`config.mk`:
```
export PLATFORM = sky130hd
export DESIGN_NAME = hcsc_div
export DESIGN_NICKNAME = d
export VERILOG_FILES = /design/src/rtl/hcsc_div.sv
export SDC_FILE = /design/constraint.sdc
export NUM_CORES = 1
export LEC_CHECK = 0
export BUFFER_PORTS_ARGS = -buffer_cell sky130_fd_sc_hd__buf_2
export CAP_MARGIN = 20
export CORE_MARGIN = 5
export CORE_UTILIZATION = 55
export CTS_BUF_LIST = sky130_fd_sc_hd__clkbuf_8
export DETAILED_ROUTE_END_ITERATION = 6
export PLACE_DENSITY_LB_ADDON = 0.08
export SKIP_LAST_GASP = 1
export SYNTH_ARGS = -nofsm -noshare
export SYNTH_HDL_FRONTEND = slang
export SYNTH_SLANG_ARGS = --single-unit
```
`constraint.sdc`:
```
create_clock -name clk_i -period 4.66 [get_ports clk_i]
set_clock_uncertainty 0.2 [all_clocks]
set_input_delay 0.932 -clock clk_i [delete_from_list [all_inputs] [get_ports clk_i]]
set_output_delay 0.932 -clock clk_i [all_outputs]
set_load 0.05 [all_outputs]
```
`src/rtl/hcsc_div.sv`:
```
// ----------------------------------------------------------------------------
// hcsc_div
// Restoring unsigned divider, one quotient bit per cycle.
// ----------------------------------------------------------------------------
module hcsc_div #(
  parameter int NUM_W = 53,
  parameter int DEN_W = 33
) (
  input  logic             clk_i,
  input  logic             rst_ni,
  input  logic             start_i,
  input  logic [NUM_W-1:0] num_i,
  input  logic [DEN_W-1:0] den_i,
  output logic             done_o,
  output logic [NUM_W-1:0] quo_o
);

  localparam int CW = $clog2(NUM_W + 1);

  logic             busy_q, done_q, ge;
  logic [CW-1:0]    cnt_q;
  logic [NUM_W-1:0] acc_q;
  logic [DEN_W-1:0] rem_q, den_q, rem_d;
  logic [DEN_W:0]   trial, diff;

  always_comb begin
    trial = {rem_q, acc_q[NUM_W-1]};
    diff  = trial - {1'b0, den_q};
    ge    = trial >= {1'b0, den_q};
    rem_d = ge ? diff[DEN_W-1:0] : trial[DEN_W-1:0];
  end

  always_ff @(posedge clk_i or negedge rst_ni) begin
    if (!rst_ni) begin
      busy_q <= 1'b0;
      done_q <= 1'b0;
      cnt_q  <= '0;
    end else begin
      done_q <= 1'b0;
      if (!busy_q) begin
        if (start_i) begin
          acc_q  <= num_i;
          den_q  <= den_i;
          rem_q  <= '0;
          cnt_q  <= CW'(NUM_W);
          busy_q <= 1'b1;
        end
      end else begin
        acc_q <= {acc_q[NUM_W-2:0], ge};
        rem_q <= rem_d;
        cnt_q <= cnt_q - 1'b1;
        if (cnt_q == CW'(1)) begin
          busy_q <= 1'b0;
          done_q <= 1'b1;
        end
      end
    end
  end

  assign done_o = done_q;
  assign quo_o  = acc_q;

endmodule

```
==> results.md, run 1 <==
- Status: finished, final reports clean
- Worst Path Class, Setup: flop to flop
- Unique masters post-synth: 63
- Final Non-Filler Cells: 951
- Number of H-tree levels: 4
- R2R setup slack: 1240 ps
- Endpoint type of the worst setup path: flop
- # IOs: 143
- Yosys warns: 0
- Post-CTS resize count: 0
- Die Wd: 124 um
- Die height: 124 um
- Yosys reg bits: 127
- Setup TNS: 0 ps
- Ys flop type: edfxtp_1
- Cell Area, Synth: 0.00714 mm^2
- Syn Inst Count: 624
- Post-Place Cells: 919
- Most frequent cells after synthesis: edfxtp_1 (119), inv_1 (54), nor2_1 (54), mux2_2 (52), a21oi_1 (51)
- Vias per std cell: 5.53
- Critical path arrival: 3500 ps
- Area grow syn2layout: 18.4%
- Share of layout cells above drive strength 1: 31.3%
- Yosys top cell by area: edfxtp_1
- Slew Viols, Final: 0
- # diodes: 0
- Core area: 0.0127 mm^2
- Number of synthesized flops with an enable pin: 119
- Setup WS post-layout: 1240 ps
- CTS tree: done
- Starting Density: 56.4%
- Clock Sinks: 127
- CTS Buf Count: 17
- Tmin final: 3420 ps
- Clk root buf: clkbuf_8
- DRC: 0
- CP max FO: 23
- Drt wl/cell: 16.8 um
- Power Dens Cells: 670 mW/mm^2
- Register area share after synthesis: 52.8%
- Max Fclk: 293 MHz
- Max-cap viol count: 0
- Via count: 5256
- Fill cell count: 1002
- Full die area: 0.0154 mm^2
- R2R depth: 10
- Worst min path class: input pin to asynchronous set/reset pin
- Clk_lat worst skew: 460 ps
- Initial antenna violation count: 0
- Startpoint class of the critical path: flop
- Post-synth ARST share: 6.30%
- Clock Path Buffers: 2
- Largest net degree at the start of global routing: 69
- First-pass GRT wire length: 26100 um
- Gr usage total: 22.0%
- R2R Path End: rem_q[32]
- RR Startpoint: rem_q[17]
- Worst IR Drop VDD: 0.333 mV
- Mapped Avg Cell Area: 11.4 um^2
- Final hold violations: 0
- Dpl ws: 1220 ps
- Syn_nets: 749
- Layout Utilization: 66.7%
- Post-CTS setup buffer count: 0
- Hpwl dp: 11600 um
- Drt pass-1 iters: 7
- # setup viols final: 0
- Row count: 41
- Clock slew at reported path FFs: 80 ps
- Port Buffer Count: 142
- Yosys top cell area share: 50.0%
- Most area-consuming cells after synthesis: edfxtp_1 (50%), mux2_2 (8.2%), ha_1 (6.1%)
- Hold Buf Count CTS: 0
- Gpl congestion: 0.923
- Normalized max-slew margin: 45.7%
- Vias in the first global route: 5425
- Leakage power total: 3.59 nW
- Gr ovfl total: 0
- Area post-placement: 0.00803 mm^2
- Final wirelength: 16000 um
- Final period utilization: 73.3%
- # nets final: 891
- RSZ-0062 raised after global routing: false
- Design Area, Final: 0.00846 mm^2
- Number of DRC markers in iteration 0: 372
- Worst-margin pin slew: 815 ps
- Post-route ant nets: 0
- Worst Path Required: 4740 ps
- Top-count cell post-synth: edfxtp_1
-- kinds of logic after synthesis --
kind of cell,after synthesis,share of synthesized area [%]
compound gates,139,12.5
fa+ha+maj,36,6.41
flops,127,52.8
xor+xnor,25,3.07
simple gates,147,10.0
buf+inv,80,4.40
mux,70,10.7
-- layer usage --
layer / wire (um) / global-route usage [%] / share of wire, % / vias to the layer above
met5: 0 / 0 / 0 / -
met4: 332 / 8.15 / 2.1 / 0
met2: 7870 / 37.0 / 49 / 180
met3: 1140 / 7.49 / 7.1 / 34
li1: - / - / - / 2593
met1: 6620 / 26.2 / 41 / 2449
-- report_power, final --
group	switching, W	total, W	internal (W)
clock network	0.000457	0.00102	0.000559
logic	0.00171	0.00280	0.00109
registers	0.000162	0.00185	0.00169
-- stage by stage --
step	total power (W)	hold WS, ps
5_1_grt	0.00607	96.7
6_report	0.00566	111
3_5_place_dp	0.00465	285
3_3_place_gp	0.00458	273
2_1_floorplan	0.00404	245
4_1_cts	0.00569	94.2
-- critical path: stages (launching register included) --
cell and delay [ps]:
edfxtp_1 400, ha_1 430, nand4_2 210, nor4_4 360, o2111ai_1 200, nand3_2 150, a21oi_2 110, o21ai_4 520
buf_12 270, nand2_2 100, o32ai_2 280
-- flip-flops by register name, indices dropped and copies added, names as in the netlist --
signal  cells
cnt_q       6
den_q      33
rem_q      33
busy_q      1
done_o      1
quo_o      53
-- final cells by class --
cell class | count | area, um^2 | area share (%)
clock buffers | 19 | 262 | 3.09
clock inverters | 13 | 163 | 1.92
inverters | 55 | 206 | 2.44
multi-input cells | 417 | 3070 | 36.3
flip-flops and latches | 127 | 3770 | 44.6
well taps | 172 | 215 | 2.54
repair buffers | 148 | 768 | 9.08
-- cells in the final DEF, fill, tap and decap left out, types with 3 or more instances in the layout --
cell       instances
a211oi_1          13
a21o_1             8
a21oi_1           51
a31oi_1            4
buf_2            142
buf_4              5
bufinv_16          3
clkbuf_8          19
clkinv_4           3
dfrtp_1            7
edfxtp_1         119
ha_1              35
inv_1             55
mux2_2            52
mux2i_1           18
nand2_1           30
nand2b_1           3
nand3_1           11
nand4_1           10
nor2_1            54
nor3_1            16
o2111ai_1          4
o211ai_1           3
o21a_1             4
o21ai_0           19
o21ai_1            3
o21bai_1           4
o22ai_1            5
or3_1              5
xnor2_1           16
xor2_1             9
-- worst max-delay path by stage --
stage                         start        end  slack (ps)  cells after the start
after global placement    rem_q[17]  rem_q[32]        1380                     10
after floorplan             start_i   quo_o[0]         880                      2
after global routing      rem_q[17]  rem_q[14]        1040                     10
after detailed placement  rem_q[17]  rem_q[32]        1220                     10
final                     rem_q[17]  rem_q[32]        1240                     10
after CTS                 rem_q[16]  rem_q[32]        1190                     10
Power figures use the tool's default switching activity.
==> run 2, diff against run 1 <==
--- a/config.mk
+++ b/config.mk
@@ -5,6 +5,7 @@
 export SDC_FILE = /design/constraint.sdc
 export NUM_CORES = 1
 export LEC_CHECK = 0
+export ABC_AREA = 1
 export BUFFER_PORTS_ARGS = -buffer_cell sky130_fd_sc_hd__buf_2
 export CAP_MARGIN = 20
 export CORE_MARGIN = 5
==> constraint.sdc (replaced) <==
create_clock -name clk_i -period 3.5 [get_ports clk_i]
set_clock_uncertainty 0.2 [all_clocks]
set_input_delay 0.7 -clock clk_i [delete_from_list [all_inputs] [get_ports clk_i]]
set_output_delay 0.7 -clock clk_i [all_outputs]
set_load 0.05 [all_outputs]
==> run 2 against run 1 <==
Synthesized cell count is 68% higher. First-iteration DRC count up 1.6%. Worst hold slack gained 110 ps. Register-to-register slack got worse by 600 ps. Critical path depth is 3 higher. Maximum frequency is 19% higher. Largest cell class unchanged. Highest routed layer is now met5.
==> results.md, run 2 <==
- # setup viols final: 0
- Final hold slack: 225 ps
- Final wirelength: 19800 um
- Number of DRC markers in iteration 0: 378
- Largest net degree at the start of global routing: 49
- Pwr Total: 0.00853 W
- # IOs: 143
- Worst Path Required: 3620 ps
- Worst Hold Depth: 1
- Syn Inst Count: 1048
- R2R depth: 13
- Leakage power total: 4.90 nW
- Final hold violations: 0
- Critical path arrival: 2980 ps
- Number of synthesized flops with an enable pin: 119
- Clk root buf: clkbuf_8
- Worst-margin pin slew: 665 ps
- Die height: 131 um
- Hold Path End: den_q[7]
- Most common cell after layout, fill and taps aside: nand2_1
- CTS Buf Count: 17
- Design Area, Final: 0.00938 mm^2
- Post-route ant nets: 0
- Clock Sinks: 127
- # nets final: 1319
- Most area-consuming cells after synthesis: edfxtp_1 (44%), nand2_1 (20%), inv_1 (6.8%)
- Post-synth ARST share: 6.30%
- Most frequent cells after synthesis: nand2_1 (437), inv_1 (146), edfxtp_1 (119), nor2_1 (104), ha_1 (35)
- FF/Latch Area: 0.00377 mm^2
- Number of H-tree levels: 4
- Gr usage total: 23.6%
- Die Wd: 131 um
- Row count: 44
- Max Fclk: 350 MHz
- Gr ovfl total: 0
- Normalized max-slew margin: 55.7%
- Clock slew at reported path FFs: 90 ps
- Unique masters post-synth: 38
- R2R setup slack: 640 ps
- Worst Path Class, Setup: flop to flop
- Status: finished, final reports clean
- Yosys top cell by area: edfxtp_1
- Yosys top cell area share: 44.3%
- Setup TNS: 0 ps
- R2R Path End: rem_q[3]
- Top-count cell post-synth: nand2_1
- Tmin final: 2860 ps
- Full die area: 0.0172 mm^2
- First-pass GRT wire length: 33300 um
- CTS tree: done
- Fill cell count: 1322
- Multi-input logic area: 0.00360 mm^2
- Yosys warns: 0
- Drt pass-1 iters: 6
- Power Dens Cells: 909 mW/mm^2
- Slew Viols, Final: 0
- Mapped Avg Cell Area: 7.71 um^2
- Area grow syn2layout: 16.2%
- Commonest cells after routing, fill and taps aside: nand2_1 (437), inv_1 (147), buf_2 (142)
- Final period utilization: 81.7%
- Port Buffer Count: 142
- Clock Path Buffers: 2
- DRC: 0
- Yosys reg bits: 127
- Max-cap viol count: 0
- RSZ-0062 raised after global routing: false
- Startpoint class of the critical path: flop
- Gpl congestion: 0.973
- Worst min path class: input pin to flop
- Cell Area, Synth: 0.00808 mm^2
- # diodes: 0
- Vias in the first global route: 7110
- Core area: 0.0145 mm^2
- Via count: 7000
- Max reg flops: 53
- Endpoint type of the worst setup path: flop
- Syn_nets: 1173
- Ys flop type: edfxtp_1
- Initial antenna violation count: 1
- Area post-placement: 0.00895 mm^2
- Hpwl dp: 14700 um
- RR Startpoint: quo_o[52]
- Register area share after synthesis: 46.7%
- HP Start: den_i[7]
- Worst IR Drop VDD: 0.451 mV
- Clk_lat worst skew: 450 ps
- Drt wl/cell: 14.3 um
- Share of layout cells above drive strength 1: 18.7%
- Vias per std cell: 5.04
- CP max FO: 26
- Starting Density: 55.8%
## run 2: cell types whose count changed after synthesis, sizes merged, moves of 27 or more
cell	delta
nand2	+416
inv	+100
nor2	+68
mux2	-52
a21oi	-31
nand3b	+27
## run 2: cells by family after synthesis
logic type	after synthesis	share of synthesized area, %
flops	127	46.7
xor+xnor	15	1.63
buf+inv	177	8.88
compound gates	38	2.62
simple gates	655	34.5
fa+ha+maj	36	5.67
## run 2: how the worst max path moves through the flow
stage               startpoint         to  slack, ps  depth (start not counted)
floorplan               rst_ni   den_q[0]        700                          2
global placement     quo_o[52]   rem_q[7]        750                         13
detailed placement   quo_o[52]   rem_q[3]        640                         13
CTS                  quo_o[52]   rem_q[3]        620                         13
global route         quo_o[52]  rem_q[25]        380                         13
finish               quo_o[52]   rem_q[3]        640                         13
## run 2: metrics by stage
stage                     cells  util (%)  setup slack, ps
final                      1390      64.8              639
after global routing       1390      64.8              379
after CTS                  1390      64.8              623
after floorplan            1048         -              701
after global placement     1358      61.8              750
after detailed placement   1358      61.8              642
## run 2: report_power, final
part / internal [W] / switching, W / total (W)
clock network: 0.000773 / 0.000625 / 0.00140
logic: 0.00143 / 0.00308 / 0.00451
registers: 0.00236 / 0.000264 / 0.00262
total: 0.00456 / 0.00397 / 0.00853
## run 2: metal layers
| layer | up-vias | track usage [%] | routed length (um) |
|---|---|---|---|
| met5 | - | 0 | 7 |
| met1 | 3153 | 29.9 | 8580 |
| met3 | 31 | 6.69 | 1490 |
| met2 | 245 | 39.5 | 9440 |
| li1 | 3569 | - | - |
| met4 | 2 | 6.93 | 326 |
## run 2: timing repair
action | 4_1_cts | 5_1_grt
gates resized for setup | 0 | 0
setup buffers | 0 | 0
endpoints found under the hold margin | 8 | 0
hold buffers | 1 | 0
## run 2: critical path, stage by stage (launching register included)
cell and delay (ps):
edfxtp_1 400, inv_1 100, ha_1 140, inv_1 70, fa_1 450, nand3_1 140
nand3_2 130, nand2_2 100, nand2_2 70, nand2_4 300, nand2_8 190, inv_6 250
nor2_1 80, nor2_1 110
## run 2: layout make-up
| type | instances | area share (%) |
|---|---|---|
| Multi-Input combinational cell | 744 | 38.4 |
| Tap cell | 184 | 2.45 |
| Sequential cell | 127 | 40.2 |
| Clock inverter | 14 | 2.01 |
| Inverter | 154 | 6.21 |
| Timing Repair Buffer | 150 | 8.24 |
| Clock buffer | 17 | 2.49 |
==> run 3, diff against run 2 <==
--- a/config.mk
+++ b/config.mk
@@ -9,7 +9,7 @@
 export BUFFER_PORTS_ARGS = -buffer_cell sky130_fd_sc_hd__buf_2
 export CAP_MARGIN = 20
 export CORE_MARGIN = 5
-export CORE_UTILIZATION = 55
+export CORE_UTILIZATION = 53
 export CTS_BUF_LIST = sky130_fd_sc_hd__clkbuf_8
 export DETAILED_ROUTE_END_ITERATION = 6
 export PLACE_DENSITY_LB_ADDON = 0.08
==> constraint.sdc (replaced) <==
create_clock -name clk_i -period 2.32 [get_ports clk_i]
set_clock_uncertainty 0.2 [all_clocks]
set_input_delay 0.464 -clock clk_i [delete_from_list [all_inputs] [get_ports clk_i]]
set_output_delay 0.464 -clock clk_i [all_outputs]
set_load 0.05 [all_outputs]
==> run 3 against run 2 <==
The flow now finishes with violations (setup timing). Via count grew 12%. Worst hold slack lost 150 ps. Total power grew 84%. Sequential cell count is the same. Maximum frequency grew 20%. Routed wire length grew 15%. Combinational power grew 120%. First-iteration DRC count grew 43%. Cell count grew 13%. Sequential power grew 55%. Critical path type unchanged. Critical endpoint is now rem_q[32].
==> results.md, run 3 (synthesis results as in run 2) <==
- Status: finished, violations left
- Failing checks: setup timing
- First-pass GRT wire length: 36400 um
- Tmin final: 2390 ps
- Initial antenna violation count: 0
- Comb power frac: 62.9%
- Final Non-Filler Cells: 1570
- Sw frac: 45.9%
- # diodes: 0
- Full die area: 0.0178 mm^2
- Drt wl/cell: 14.5 um
- Row count: 45
- Drt pass-1 iters: 5
- Post-route ant nets: 0
- Vias in the first global route: 7860
- Core area: 0.0151 mm^2
- Cell Int Power: 0.00848 W
- Number of H-tree levels: 4
- Final period utilization: 103%
- Clock Path Buffers: 2
- Worst IR Drop VDD: 0.790 mV
- Setup WS post-layout: -68.6 ps
- CTS Buf Count: 17
- Gr usage total: 25.4%
- # setup viols final: 32
- Final wirelength: 22800 um
- Max Fclk: 419 MHz
- Pwr Total: 0.0157 W
- Worst Path Class, Setup: flop to flop
- Post-Place Cells: 1476
- Clock slew at reported path FFs: 90 ps
- CP max FO: 4
- DRC: 0
- Startpoint class of the critical path: flop
- Worst Path Required: 2340 ps
- Area post-placement: 0.00988 mm^2
- Critical path arrival: 2410 ps
- Share of layout cells above drive strength 1: 37.0%
- Normalized max-slew margin: 69.4%
- Slowest CP cell: fa_2
- CTS tree: done
- Die height: 133 um
- Worst-margin pin slew: 458 ps
- Fill cell count: 1104
- Most common cell after layout, fill and taps aside: nand2_1
- Layout Utilization: 76.9%
- Number of DRC markers in iteration 0: 542
- Gpl congestion: 0.948
- Commonest cells after routing, fill and taps aside: nand2_1 (383), buf_2 (142), buf_4 (140)
- Final hold slack: 70.7 ps
- # nets final: 1494
- Starting Density: 53.5%
- Area grow syn2layout: 43.7%
- Design Area, Final: 0.0116 mm^2
- Vias per std cell: 4.98
- Crit-path cells: inv_2 > ha_4 > inv_4 > fa_2 > nand2_2 > nand3_2 > nand3_2 > nand2_4 > nand2_2 > nand2_4 > nand2_2 > nand2_1 > nand2_1 > nand3_1 > nand2_1 > inv_1
- Clk root buf: clkbuf_8
- Largest net degree at the start of global routing: 49
- # IOs: 143
- Gr ovfl total: 0
- Slew Viols, Final: 0
- Die Wd: 133 um
- Port Buffer Count: 142
- Endpoint type of the worst setup path: flop
- Leakage power total: 5.81 nW
- Max reg flops: 53
- Worst min path class: input pin to flop
- Power Dens Cells: 1350 mW/mm^2
- RSZ-0062 raised after global routing: true
- HP Start: num_i[51]
- Clk pwr share: 11.2%
- Largest stage delay, worst path: 430 ps
- Max-cap viol count: 0
- Via count: 7823
- Switch Pwr: 0.00718 W
- Hpwl dp: 15900 um
- CP startpoint: quo_o[52]
- Clock Sinks: 127
- RR Startpoint: quo_o[52]
- Sequential share of power: 25.9%
- Final hold violations: 0
- Clk_lat worst skew: 450 ps
## run 3: cell count changes in the layout (fill, tap and decap cells not counted), sizes merged
cell / change
buf: +142
dlygate4sd3: +33
bufinv: -4
clkinv: +3
clkinvlp: +1
inv: +1
## run 3: path summary, 6_finish.rpt
path	slack (ps)	end	depth (start not counted)
max in group asynchronous	1540	busy_q	2
min in group asynchronous	190	cnt_q[4]	2
setup reg to reg	-70	rem_q[32]	16
hold reg to reg	300	cnt_q[5]	1
setup / recovery	-70	rem_q[32]	16
hold / removal	70	quo_o[51]	3
## run 3: cell type report
| class | count | area, um^2 | area share, % |
|---|---|---|---|
| Clock buffer | 17 | 234 | 2.02 |
| Clock inverter | 15 | 114 | 0.981 |
| Inverter | 154 | 586 | 5.05 |
| Multi-Input combinational cell | 744 | 4420 | 38.1 |
| Sequential cell | 127 | 3770 | 32.5 |
| Tap cell | 188 | 235 | 2.03 |
| Timing Repair Buffer | 325 | 2240 | 19.3 |
## run 3: power by group through the flow
stage / Clock (W) / Combinational (W) / Sequential [W]
6_report: 0.00176 / 0.00985 / 0.00406
5_1_grt: 0.00188 / 0.0108 / 0.00414
4_1_cts: 0.00177 / 0.00917 / 0.00405
3_5_place_dp: 0 / 0.00817 / 0.00396
3_3_place_gp: 0 / 0.00804 / 0.00396
2_1_floorplan: 0 / 0.00450 / 0.00483
## run 3: repair_timing
action / in CTS / in global routing
buffers inserted: 15 / 14
pin swaps: 51 / 31
endpoints found under the hold margin: 41 / 0
setup endpoints to repair: 33 / 34
cloned: 0 / 0
hold buffers: 34 / 0
gates resized for setup: 113 / 62
## run 3: metal layers
layer  global-route usage, %  vias up  part of all wire, %
met5                       0        -                    0
met1                    31.9     3634                   42
met2                    44.8      229                   51
met4                    5.94        0                  1.6
li1                        -     3925                    -
met3                    5.82       35                  6.1
## run 3: worst max-delay path, delay by kind of cell, from the launching register on
kind          cells  cell delay (ps)
fa+ha+maj         2              570
buf+inv           3              150
flops             1              400
simple gates     11              850
## run 3: per-stage QoR
stage	worst slack (ps)	TNS (ps)
2_1_floorplan	-228	-23510
3_3_place_gp	-146	-1800
3_5_place_dp	-206	-2850
4_1_cts	-10.1	-15.1
5_1_grt	-180	-4840
6_report	-68.6	-1160
